File: src/hw/rtl/ptt_pkg.sv
`timescale 1ns / 1ps
`default_nettype none
// ----------------------------------------------------------------------------
// ptt_pkg
// Shared types and constants of the periodic timer table.
// ----------------------------------------------------------------------------
package ptt_pkg;

   localparam int ENTRIES = 16;
   localparam int IDX_W   = (ENTRIES > 1) ? $clog2(ENTRIES) : 1;
   localparam int CNT_W   = $clog2(ENTRIES + 1);

   localparam int TASK_W   = 8;
   localparam int TIME_W   = 48;
   localparam int DELAY_W  = 32;
   localparam int PERIOD_W = 32;
   localparam int OP_W     = 2;
   localparam int STATUS_W = 2;

   typedef enum logic [OP_W-1:0] {
      OP_TICK     = 2'd0,
      OP_SCHEDULE = 2'd1,
      OP_CANCEL   = 2'd2,
      OP_STOP     = 2'd3
   } op_type;

   typedef enum logic [STATUS_W-1:0] {
      STATUS_DONE    = 2'd0,
      STATUS_FULL    = 2'd1,
      STATUS_STOPPED = 2'd2
   } status_type;

   // What the table sweep does to each entry it visits.
   typedef enum logic [1:0] {
      SCAN_KEEP,
      SCAN_TICK,
      SCAN_CANCEL
   } scan_type;

   typedef enum logic [2:0] {
      ST_IDLE,
      ST_READ,
      ST_EVAL,
      ST_MIN,
      ST_FIRE,
      ST_SUMMARY
   } state_type;

   typedef struct packed {
      logic [PERIOD_W-1:0] period;
      logic [TIME_W-1:0]   deadline;
      logic [TASK_W-1:0]   task_id;
   } entry_type;

   localparam int ENTRY_W = $bits(entry_type);

endpackage : ptt_pkg
`default_nettype wire

File: src/hw/rtl/ptt_table_ram.sv
`timescale 1ns / 1ps
`default_nettype none
// ----------------------------------------------------------------------------
// ptt_table_ram
// Single-port-write, single-port-read RAM with a registered read.
// ----------------------------------------------------------------------------
module ptt_table_ram #(
   parameter int WIDTH  = 8,
   parameter int DEPTH  = 16,
   parameter int ADDR_W = 4
) (
   input  wire logic              clock,
   input  wire logic              wr_en,
   input  wire logic [ADDR_W-1:0] wr_addr,
   input  wire logic [WIDTH-1:0]  wr_data,
   input  wire logic              rd_en,
   input  wire logic [ADDR_W-1:0] rd_addr,
   output logic      [WIDTH-1:0]  rd_data
);

   logic [WIDTH-1:0] mem [DEPTH];
   logic [WIDTH-1:0] rd_data_ff;

   always_ff @(posedge clock) begin
      if (wr_en) begin
         mem[wr_addr] <= wr_data;
      end
   end

   always_ff @(posedge clock) begin
      if (rd_en) begin
         rd_data_ff <= mem[rd_addr];
      end
   end

   assign rd_data = rd_data_ff;

endmodule : ptt_table_ram
`default_nettype wire

File: src/hw/rtl/periodic_timer_table.sv
`timescale 1ns / 1ps
`default_nettype none
// ----------------------------------------------------------------------------
// periodic_timer_table
// Table of periodic and one-shot timers, kept in scheduling order.
// ----------------------------------------------------------------------------
// Usage. One command beat enters on the req_ channel: tick, schedule, cancel
// or stop. Each command sweeps the timer table once, one entry at a time,
// through a single 48-bit adder and a single magnitude comparator. A tick
// sends one rsp_ beat per fired timer, in table order, and every command
// ends with a summary beat that carries tlast, the status, the earliest
// remaining deadline and the empty flag.
// Each entry of the sweep needs a RAM read, an update and a minimum step,
// in the states READ, EVAL and MIN; a fired timer adds a FIRE state.
// req_tready is high only between commands. Entries that are removed are
// squeezed out during the same sweep by writing kept entries back behind
// the read pointer.
// Reset clears the timer count, the millisecond counter and the stop flag;
// the table RAM is not cleared. When the receiver holds rsp_tready low, the
// sweep waits on the pending beat and nothing is lost.
// ----------------------------------------------------------------------------
module periodic_timer_table
   import ptt_pkg::*;
(
   input  wire logic        clock,
   input  wire logic        reset,
   input  wire logic        req_tvalid,
   output logic             req_tready,
   // req_tdata: task_id[7:0], delay[39:8], period[71:40]
   input  wire logic [71:0] req_tdata,
   // req_tuser: operation[1:0]
   input  wire logic [1:0]  req_tuser,
   output logic             rsp_tvalid,
   input  wire logic        rsp_tready,
   // rsp_tdata: fired_task[7:0], status[9:8], next_deadline[57:10],
   // table_empty[58], zero fill[63:59]
   output logic [63:0]      rsp_tdata,
   // rsp_tuser: fired[0]
   output logic             rsp_tuser,
   output logic             rsp_tlast
);

   state_type state_ff, state_in;

   logic [CNT_W-1:0]  count_ff, count_in;
   logic [CNT_W-1:0]  rd_ff, rd_in;
   logic [CNT_W-1:0]  wr_ff, wr_in;
   logic [TIME_W-1:0] time_ff, time_in;
   logic              stopped_ff, stopped_in;
   scan_type          scan_ff, scan_in;
   status_type        status_ff, status_in;
   logic [TASK_W-1:0] task_id_ff, task_id_in;
   logic [TIME_W-1:0] min_ff, min_in;
   logic              any_ff, any_in;
   logic [TIME_W-1:0] newdl_ff, newdl_in;
   logic              keep_ff, keep_in;
   logic              due_ff, due_in;
   logic [TASK_W-1:0] fire_task_ff, fire_task_in;

   logic [TIME_W-1:0] add_a, add_b, add_sum;
   logic [TIME_W-1:0] cmp_a, cmp_b;
   logic              cmp_lt;

   logic              ram_wr_en, ram_rd_en;
   logic [IDX_W-1:0]  ram_wr_addr;
   entry_type         ram_wr_data, ram_rd_data;

   logic              req_fire;
   op_type            req_op;
   logic [TASK_W-1:0]   req_task;
   logic [DELAY_W-1:0]  req_delay;
   logic [PERIOD_W-1:0] req_period;
   logic              due, drop;

   assign req_op     = op_type'(req_tuser);
   assign req_task   = req_tdata[7:0];
   assign req_delay  = req_tdata[39:8];
   assign req_period = req_tdata[71:40];
   assign req_fire   = req_tvalid && req_tready;

   ptt_table_ram #(
      .WIDTH  (ENTRY_W),
      .DEPTH  (ENTRIES),
      .ADDR_W (IDX_W)
   ) u_table (
      .clock   (clock),
      .wr_en   (ram_wr_en),
      .wr_addr (ram_wr_addr),
      .wr_data (ram_wr_data),
      .rd_en   (ram_rd_en),
      .rd_addr (rd_ff[IDX_W-1:0]),
      .rd_data (ram_rd_data)
   );

   // The one adder (used in IDLE and EVAL) and the one comparator (used in EVAL and MIN).
   assign add_sum = add_a + add_b;
   assign cmp_lt  = cmp_a < cmp_b;

   always_comb begin
      add_a = time_ff;
      add_b = {{(TIME_W-DELAY_W){1'b0}}, req_delay};
      cmp_a = time_ff;
      cmp_b = ram_rd_data.deadline;
      case (state_ff)
         ST_IDLE: begin
            if (req_op == OP_TICK) begin
               add_b = TIME_W'(1);
            end
         end
         ST_EVAL: begin
            add_a = ram_rd_data.deadline;
            add_b = {{(TIME_W-PERIOD_W){1'b0}}, ram_rd_data.period};
         end
         ST_MIN: begin
            cmp_a = newdl_ff;
            cmp_b = min_ff;
         end
         default: begin
         end
      endcase
   end

   // A due timer has deadline <= time, i.e. not (time < deadline).
   assign due  = (scan_ff == SCAN_TICK) && !cmp_lt;
   assign drop = ((scan_ff == SCAN_CANCEL) && (ram_rd_data.task_id == task_id_ff)) ||
                 (due && (ram_rd_data.period == '0));

   // Next state.
   always_comb begin
      state_in = state_ff;
      case (state_ff)
         ST_IDLE: begin
            if (req_fire) begin
               state_in = ST_READ;
            end
         end
         ST_READ: begin
            state_in = (rd_ff == count_ff) ? ST_SUMMARY : ST_EVAL;
         end
         ST_EVAL: begin
            state_in = ST_MIN;
         end
         ST_MIN: begin
            state_in = due_ff ? ST_FIRE : ST_READ;
         end
         ST_FIRE: begin
            if (rsp_tready) begin
               state_in = ST_READ;
            end
         end
         ST_SUMMARY: begin
            if (rsp_tready) begin
               state_in = ST_IDLE;
            end
         end
         default: begin
            state_in = ST_IDLE;
         end
      endcase
   end

   // Datapath and RAM control.
   always_comb begin
      count_in     = count_ff;
      rd_in        = rd_ff;
      wr_in        = wr_ff;
      time_in      = time_ff;
      stopped_in   = stopped_ff;
      scan_in      = scan_ff;
      status_in    = status_ff;
      task_id_in   = task_id_ff;
      min_in       = min_ff;
      any_in       = any_ff;
      newdl_in     = newdl_ff;
      keep_in      = keep_ff;
      due_in       = due_ff;
      fire_task_in = fire_task_ff;
      ram_wr_en    = 1'b0;
      ram_wr_addr  = wr_ff[IDX_W-1:0];
      ram_wr_data  = ram_rd_data;
      ram_rd_en    = 1'b0;
      case (state_ff)
         ST_IDLE: begin
            if (req_fire) begin
               task_id_in = req_task;
               status_in  = STATUS_DONE;
               scan_in    = SCAN_KEEP;
               any_in     = 1'b0;
               rd_in      = '0;
               wr_in      = '0;
               if (stopped_ff) begin
                  status_in = STATUS_STOPPED;
               end else begin
                  case (req_op)
                     OP_TICK: begin
                        time_in = add_sum;
                        scan_in = SCAN_TICK;
                     end
                     OP_SCHEDULE: begin
                        if (count_ff >= CNT_W'(ENTRIES)) begin
                           status_in = STATUS_FULL;
                        end else begin
                           ram_wr_en            = 1'b1;
                           ram_wr_addr          = count_ff[IDX_W-1:0];
                           ram_wr_data.task_id  = req_task;
                           ram_wr_data.deadline = add_sum;
                           ram_wr_data.period   = req_period;
                           count_in             = count_ff + CNT_W'(1);
                        end
                     end
                     OP_CANCEL: begin
                        scan_in = SCAN_CANCEL;
                     end
                     OP_STOP: begin
                        stopped_in = 1'b1;
                     end
                     default: begin
                     end
                  endcase
               end
            end
         end
         ST_READ: begin
            if (rd_ff == count_ff) begin
               count_in = wr_ff;
            end else begin
               ram_rd_en = 1'b1;
            end
         end
         ST_EVAL: begin
            keep_in      = !drop;
            due_in       = due;
            fire_task_in = ram_rd_data.task_id;
            newdl_in     = due ? add_sum : ram_rd_data.deadline;
            rd_in        = rd_ff + CNT_W'(1);
            if (!drop) begin
               // Kept entries slide down over the removed ones.
               ram_wr_en            = 1'b1;
               ram_wr_data.deadline = newdl_in;
               wr_in                = wr_ff + CNT_W'(1);
            end
         end
         ST_MIN: begin
            if (keep_ff && (!any_ff || cmp_lt)) begin
               min_in = newdl_ff;
               any_in = 1'b1;
            end
         end
         default: begin
         end
      endcase
   end

   // Outputs.
   always_comb begin
      req_tready = 1'b0;
      rsp_tvalid = 1'b0;
      rsp_tuser  = 1'b0;
      rsp_tlast  = 1'b0;
      rsp_tdata  = '0;
      case (state_ff)
         ST_IDLE: begin
            req_tready = 1'b1;
         end
         ST_FIRE: begin
            rsp_tvalid      = 1'b1;
            rsp_tuser       = 1'b1;
            rsp_tdata[7:0]  = fire_task_ff;
         end
         ST_SUMMARY: begin
            rsp_tvalid       = 1'b1;
            rsp_tlast        = 1'b1;
            rsp_tdata[9:8]   = status_ff;
            rsp_tdata[57:10] = any_ff ? min_ff : '0;
            rsp_tdata[58]    = (count_ff == '0);
         end
         default: begin
         end
      endcase
   end

   always_ff @(posedge clock) begin
      if (reset) begin
         state_ff   <= ST_IDLE;
         count_ff   <= '0;
         time_ff    <= '0;
         stopped_ff <= 1'b0;
      end else begin
         state_ff   <= state_in;
         count_ff   <= count_in;
         time_ff    <= time_in;
         stopped_ff <= stopped_in;
      end
   end

   always_ff @(posedge clock) begin
      rd_ff        <= rd_in;
      wr_ff        <= wr_in;
      scan_ff      <= scan_in;
      status_ff    <= status_in;
      task_id_ff   <= task_id_in;
      min_ff       <= min_in;
      any_ff       <= any_in;
      newdl_ff     <= newdl_in;
      keep_ff      <= keep_in;
      due_ff       <= due_in;
      fire_task_ff <= fire_task_in;
   end

   // The block never takes a command while a response beat is pending.
   a_no_overlap: assert property (@(posedge clock) disable iff (reset)
      !(req_tready && rsp_tvalid))
      else $error("command accepted while a response is pending");

   a_count_bound: assert property (@(posedge clock) disable iff (reset)
      count_ff <= CNT_W'(ENTRIES))
      else $error("timer count exceeds table size");

   // Only firing beats may come without tlast.
   a_fire_not_last: assert property (@(posedge clock) disable iff (reset)
      rsp_tvalid && !rsp_tlast |-> rsp_tuser)
      else $error("non-final beat that is not a firing");

   a_stop_sticks: assert property (@(posedge clock) disable iff (reset)
      stopped_ff |=> stopped_ff)
      else $error("stopped block restarted");

endmodule : periodic_timer_table
`default_nettype wire
File: config.mk
export PLATFORM = sky130hd
export DESIGN_NAME = periodic_timer_table
export DESIGN_NICKNAME = d
export VERILOG_FILES = /design/src/hw/rtl/ptt_pkg.sv /design/src/hw/rtl/ptt_table_ram.sv /design/src/hw/rtl/periodic_timer_table.sv
export SDC_FILE = /design/constraint.sdc
export NUM_CORES = 2
export LEC_CHECK = 0
export BUFFER_PORTS_ARGS = -buffer_cell sky130_fd_sc_hd__buf_2
export CAP_MARGIN = 0
export CORE_UTILIZATION = 30
export CTS_CLUSTER_SIZE = 10
export DETAILED_ROUTE_END_ITERATION = 16
export GPL_ROUTABILITY_DRIVEN = 0
export PLACE_DENSITY = 0.5
export SETUP_SLACK_MARGIN = 0.02
export SYNTH_ARGS = -nofsm -noshare
export SYNTH_HDL_FRONTEND = slang
export SYNTH_SLANG_ARGS = --single-unit
File: constraint.sdc
create_clock -name clock -period 11.74 [get_ports clock]
set_input_delay 2.348 -clock clock [delete_from_list [all_inputs] [get_ports clock]]
set_output_delay 2.348 -clock clock [all_outputs]
set_load 0.02 [all_outputs]
# == After elaboration in Yosys (flattened, before gate mapping) ==
# Memories as Yosys holds them, arrays and structs flattened. A register that Yosys moved wholly into a read port is not among the register bits.
# Index checks and enable logic that the tools add are counted.
# W data, S select, Z words.
# op_classes
add_sub_neg,4
n_mul,0
div,0
n_lt_le_gt_ge,2
n_eq_ne,21
shift,0
n_mux,59
bitwise,2
reduce_logical,27
# op_table
op,count
$mux W88,4
$mux W48,6
$pmux W48 S2,1
$mux W32,2
$pmux W32 S2,1
$mux W51,1
$add A48 B48 Y48,1
$lt A48 B48 Y1,1
$mux W5,7
$logic_not A32 Y1,1
$pmux W5 S2,3
$mux W4,5
$mux W1,18
$pmux W3 S6,1
$mux W8,2
$ne A2 B2 Y1 const B,8
$add A5 B1 Y5 const B,3
$mux W3,5
$reduce_and A3 Y1,3
$eq A8 B8 Y1,1
$eq A2 B2 Y1 const B,3
$eq A3 B2 Y1 const B,2
$eq A3 B3 Y1 const B,2
$reduce_and A2 Y1,3
18 further kinds,31
# word_totals
ff_bits,186
latch_bits,0
ramBits,1408
mem_bits_ro,0
inputBits,78
out_inout_bits,68
memories,1
# memory_table
name,depth,word_bits,read_ports,rd_clocked_by_memory_dff,write_ports,line_no,text
u_table.mem,16,88,1,1,1,ptt_table_ram.sv:21,logic [WIDTH-1:0] mem [DEPTH];

# == Logic depth before layout (Yosys ltp) ==
# logic_depth
word_depth,11
depth_mapped,23
ltp_nobuf,16

# == Modules after synthesis ==
# From an unflattened synthesis, not the netlist that was laid out.
# unflattened
hier_cells,4032
area_unflattened_um2,69812.0
# by_module_without_submodules
module,n_inst,cells_per_inst,area_each_um2,seq_area_each_um2
ptt_table_ram,1,2256,55236.7,44923.1
periodic_timer_table,1,1776,14575.2,5014.8

# == Least setup slack after synthesis ==
# OpenSTA, ideal clock, no wires.
# synth_path
path_type,input to register
start,in req_tvalid
end,"mem u_table.mem[12][0] in the netlist's numbering, enable pin"
setup_time_ns,0.545
t_arrival_ns,7.667
slack_ns,3.528
stages,8
n_path_buf,1
cell_sequence,nand2_1 > inv_2 > nand2_1 > nor4_2 > clkbuf_1 > nand3_1 > o41ai_1 > nor2b_1
# synth_via
elab_chain_len,5
elab_cells_between_ends,7
cone_classes,6 x mux; 1 x reduce/logical
# synth_lines
item,line_no,text
from (decl),periodic_timer_table.sv:27,"input wire logic req_tvalid,"
$logic_and A1 B1 Y1 (*),periodic_timer_table.sv:79,assign req_fire = req_tvalid && req_tready;
$mux W1,periodic_timer_table.sv:184,if (req_fire) begin
$pmux W1 S2,periodic_timer_table.sv:182,case (state_ff)
$mux W1,ptt_table_ram.sv:25,if (wr_en) begin
$mux W1 (not written as such),ptt_table_ram.sv:26,mem[wr_addr] <= wr_data;
to (decl),ptt_table_ram.sv:21,
# Mark *: on every way between the ends. The rest lies on a longest branch, timed or not.

==> metrics.yaml <==
run_status:
  outcome: "complete, no violations"
final_layout:
  core_occupancy_in_the_finished_layout_pct: 34.5
  area.growth.synth_to_final_pct: 14.0
  post_route_cells_drive_above_1_share_pct: 23.4
  post_layout_nonfiller_instances: 7126
  fin_nets: 4180
cts:
  tritoncts: "built"
  hold_buffers: 0
  cts.htree.levels: 4
  clk_root_buffer_cell: "sky130_fd_sc_hd__clkbuf_16"
  numCtsBuffers: 188
  ctsLongestPathBuffers: 3
  post_cts.repair.setup_buffers: 0
  clkSlewWorstSetupHoldPaths_ns: 0.06
  insertion_delay_ns: 0.83
  cts_resized: 0
  cts.sinks: 1682
pwr:
  cell_internal_pwr_mw: 10.9
  pwr-share-seq_pct: 49.7
  share_comb_of_total_power_pct: 14.1
  power.net_switching_mw: 3.79
  total_leakage_power_nw: 25.9
  power_switching_share_pct: 25.8
  power.density_nw_per_um2: 184
  total_power_mw: 14.7
  clock_power_share_pct: 36.3
  ir_worst_vdd_uv: 143
sta:
  slew_headroom_pct: 11.0
  max_slew.worst_pin.slew_ns: 1.33
  setup_ws_ns: 4.02
  final_max_slew_viol_count: 0
  grt_setup_unrepaired: "false"
  timing.clock.skew_ns: 0.0474
  achievable-frequency_mhz: 130
  layout_min_cycle_time_ns: 7.72
  setup_tns_ns: 0
  layout_worst_path_cycle_share_pct: 65.7
  setup_viol: 0
  finalHoldViolCount: 0
synthesis:
  synth.area.top_cells: "sky130_fd_sc_hd__edfxtp_1 70%, sky130_fd_sc_hd__mux4_2 14%, sky130_fd_sc_hd__nand2_1 2.6%"
  synthesis.instances: 3816
  yosysUniqueCellTypes: 87
  yosys_most_used_dff: "sky130_fd_sc_hd__edfxtp_1"
  synth.largest_area_cell: "sky130_fd_sc_hd__edfxtp_1"
  sequential_cell_area_fraction_in_the_yosys_report_pct: 71.5
  synth_commonest_cells: "1625 x sky130_fd_sc_hd__edfxtp_1, 493 x sky130_fd_sc_hd__nand2_1, 440 x sky130_fd_sc_hd__mux4_2"
  synth_enable_flop_cells: 1625
  ys_ff_latch: 1682
  asyncSetResetFlopFracSynth_pct: 0
  synthesis.area_per_instance_um2: 18.3
  syn_area_um2: 69900
  synth_top_area_share_pct: 69.8
  yosys_warnings: 0
  synthMostInstantiatedCell: "sky130_fd_sc_hd__edfxtp_1"
detailed_routing:
  drt_wl_total_mm: 207
  dr_total_vias: 37072
  wire_per_inst_um: 29.0
  remaining_drc_errors: 0
  post_route_antenna_net_violation_count: 0
  detailed_router_iteration_count_before_antenna_repair: 5
  via_per_inst: 5.20
  dr.first_iter.drc_count: 3627
worst_setup_path:
  worstReg2RegStart: "state_ff[2]"
  r2r-end: "u_table.mem[4][40]"
  crit_buf_inv: 4
  worstPathCellList: "nand3b_4, inv_4, buf_4, mux2i_1, ha_1, nand4_1, nor4_1, nand2_1, nor2_1, o21ai_1, and2_1, buf_4, or3_4, nand2_2, buf_4, mux2i_1"
  start_kind: "flip-flop"
  crit_path_max_incr_delay_ns: 1.05
  criticalPathCategory: "flip-flop to flip-flop"
  path_delay_family: "simple AND/OR/NAND/NOR gates"
  r2r.worst_path.cells: 16
  critical_path.slowest_cell: "sky130_fd_sc_hd__mux2i_1"
  end_kind: "flip-flop"
  reg2reg_setup_slack_ns: 4.02
  crit_path_max_fanout: 62
  timing.critical_path.mode_cell: "sky130_fd_sc_hd__buf_4"
  critical_path_arrival_ns: 8.17
  data_required_critical_path_ns: 12.19
min_path:
  worstHoldStart: "newdl_ff[18]"
  hold_path.class: "flip-flop to flip-flop"
  hold_path_end: "min_ff[18]"
  min_path_cells: 0
global_route:
  global_route_wire_length_before_repair_mm: 292
  grt_pass1_vias: 38036
  grt_antenna_before_repair: 8
  grt_usage_pct: 17.5
  grt.overflow.total: 0
  grt_max_degree: 125
floorplan:
  design.portCount: 146
  coreArea_um2: 231000
  die_height_um: 485
  initial_utilization_pct: 30.3
  die_x_um: 485
  num_rows: 176
  area_of_the_die_um2: 235000
placed_design:
  placed_cells_incl_taps: 6854
  port_buffers: 140
  place_worst_setup_slack_ns: 4.07
  hpwl_mm: 121
flow_run:
  maxCapViolations: 0
-- layer usage --
layer  vias to the layer above  part of all wire (%)  global-route usage, %
li1                      15746                     -                      -
met1                     19968                    44                   23.7
met2                      1087                    49                   29.1
met3                       271                   5.0                   2.73
met4                         0                   2.2                   4.39
met5                         -                     0                      0
-- through the flow --
| step | hold WS, ns | instance area, µm² |
|---|---|---|
| after floorplan | 0.426 | 69900 |
| final | 0.433 | 79700 |
| after detailed placement | 0.436 | 74300 |
| after global routing | 0.445 | 79600 |
| after global placement | 0.429 | 74300 |
| after CTS | 0.432 | 79600 |
-- cell families after synthesis --
| logic type | after synthesis | share of synthesized area, % |
|---|---|---|
| multiplexers | 562 | 16.1 |
| flip-flops | 1682 | 71.5 |
| other | 1 | 0.00537 |
| buffers and inverters | 247 | 1.45 |
| adder cells (fa/ha/maj) | 84 | 1.51 |
| AO/OA/AOI/OAI | 361 | 3.44 |
| XOR/XNOR | 60 | 0.752 |
| AND/OR/NAND/NOR | 819 | 5.31 |
-- worst max path at each step --
stage / start / endpoint / slack [ns] / cells past startpoint
detailed placement: state_ff[2] / u_table.mem[14][51] / 4.07 / 16
CTS: state_ff[2] / u_table.mem[14][51] / 4.03 / 16
global placement: state_ff[2] / u_table.mem[14][53] / 4.17 / 16
floorplan: req_tvalid / u_table.mem[12][0] / 3.53 / 8
global route: state_ff[2] / u_table.mem[14][49] / 3.54 / 16
finish: state_ff[2] / u_table.mem[4][40] / 4.02 / 16
-- layout by cell type, fill, tap and decap left out, types with 36 or more instances in the layout --
master,n
sky130_fd_sc_hd__a21oi_1,115
sky130_fd_sc_hd__and3_1,69
sky130_fd_sc_hd__buf_2,140
sky130_fd_sc_hd__buf_4,78
sky130_fd_sc_hd__clkbuf_1,63
sky130_fd_sc_hd__clkbuf_16,189
sky130_fd_sc_hd__dfxtp_1,57
sky130_fd_sc_hd__edfxtp_1,1625
sky130_fd_sc_hd__ha_1,83
sky130_fd_sc_hd__mux2_2,36
sky130_fd_sc_hd__mux2i_1,57
sky130_fd_sc_hd__mux4_2,440
sky130_fd_sc_hd__nand2_1,492
sky130_fd_sc_hd__nand3_1,40
sky130_fd_sc_hd__nor2_1,79
sky130_fd_sc_hd__o21ai_0,47
-- power groups by stage --
stage / logic, mW / registers (mW) / clock network, mW
after global placement: 2.07 / 7.40 / 0
after global routing: 2.23 / 7.29 / 5.65
after CTS: 2.09 / 7.28 / 5.43
final: 2.06 / 7.28 / 5.31
after floorplan: 1.42 / 7.29 / 0
after detailed placement: 2.08 / 7.40 / 0
-- worst reg2reg max path, cell delays in order, from the launching register on --
cell                       delay, ns
sky130_fd_sc_hd__dfxtp_1        0.58
sky130_fd_sc_hd__nand3b_4       0.46
sky130_fd_sc_hd__inv_4          0.56
sky130_fd_sc_hd__buf_4          0.82
sky130_fd_sc_hd__mux2i_1        0.25
sky130_fd_sc_hd__ha_1           0.36
sky130_fd_sc_hd__nand4_1        0.24
sky130_fd_sc_hd__nor4_1         0.72
sky130_fd_sc_hd__nand2_1        0.16
sky130_fd_sc_hd__nor2_1         0.20
sky130_fd_sc_hd__o21ai_1        0.16
sky130_fd_sc_hd__and2_1         0.19
sky130_fd_sc_hd__buf_4          0.20
sky130_fd_sc_hd__or3_4          0.45
sky130_fd_sc_hd__nand2_2        0.41
sky130_fd_sc_hd__buf_4          0.51
sky130_fd_sc_hd__mux2i_1        1.06
-- registers in the layout (all words and copies together), names as in the netlist --
register	count
newdl_ff	48
stopped_ff	1
u_table.rd_data	88
u_table.mem	1408
rd_ff	5
fire_task_ff	8
min_ff	48
wr_ff	5
status_ff	2
keep_ff	1
scan_ff	2
task_id_ff	8
any_ff	1
due_ff	1
count_ff	5
state_ff	3
time_ff	48
-- final cells by class --
cell class | count | area (µm²)
clock buffer | 252 | 4970
fill | 21737 | 151000
tap | 3026 | 3790
multi-input combinational | 1891 | 19100
inverter | 29 | 116
timing repair buffer | 226 | 1450
clock inverter | 19 | 342
antenna | 1 | 2.50
sequential | 1682 | 49900
No activity file was read; power rests on OpenSTA's default activity.
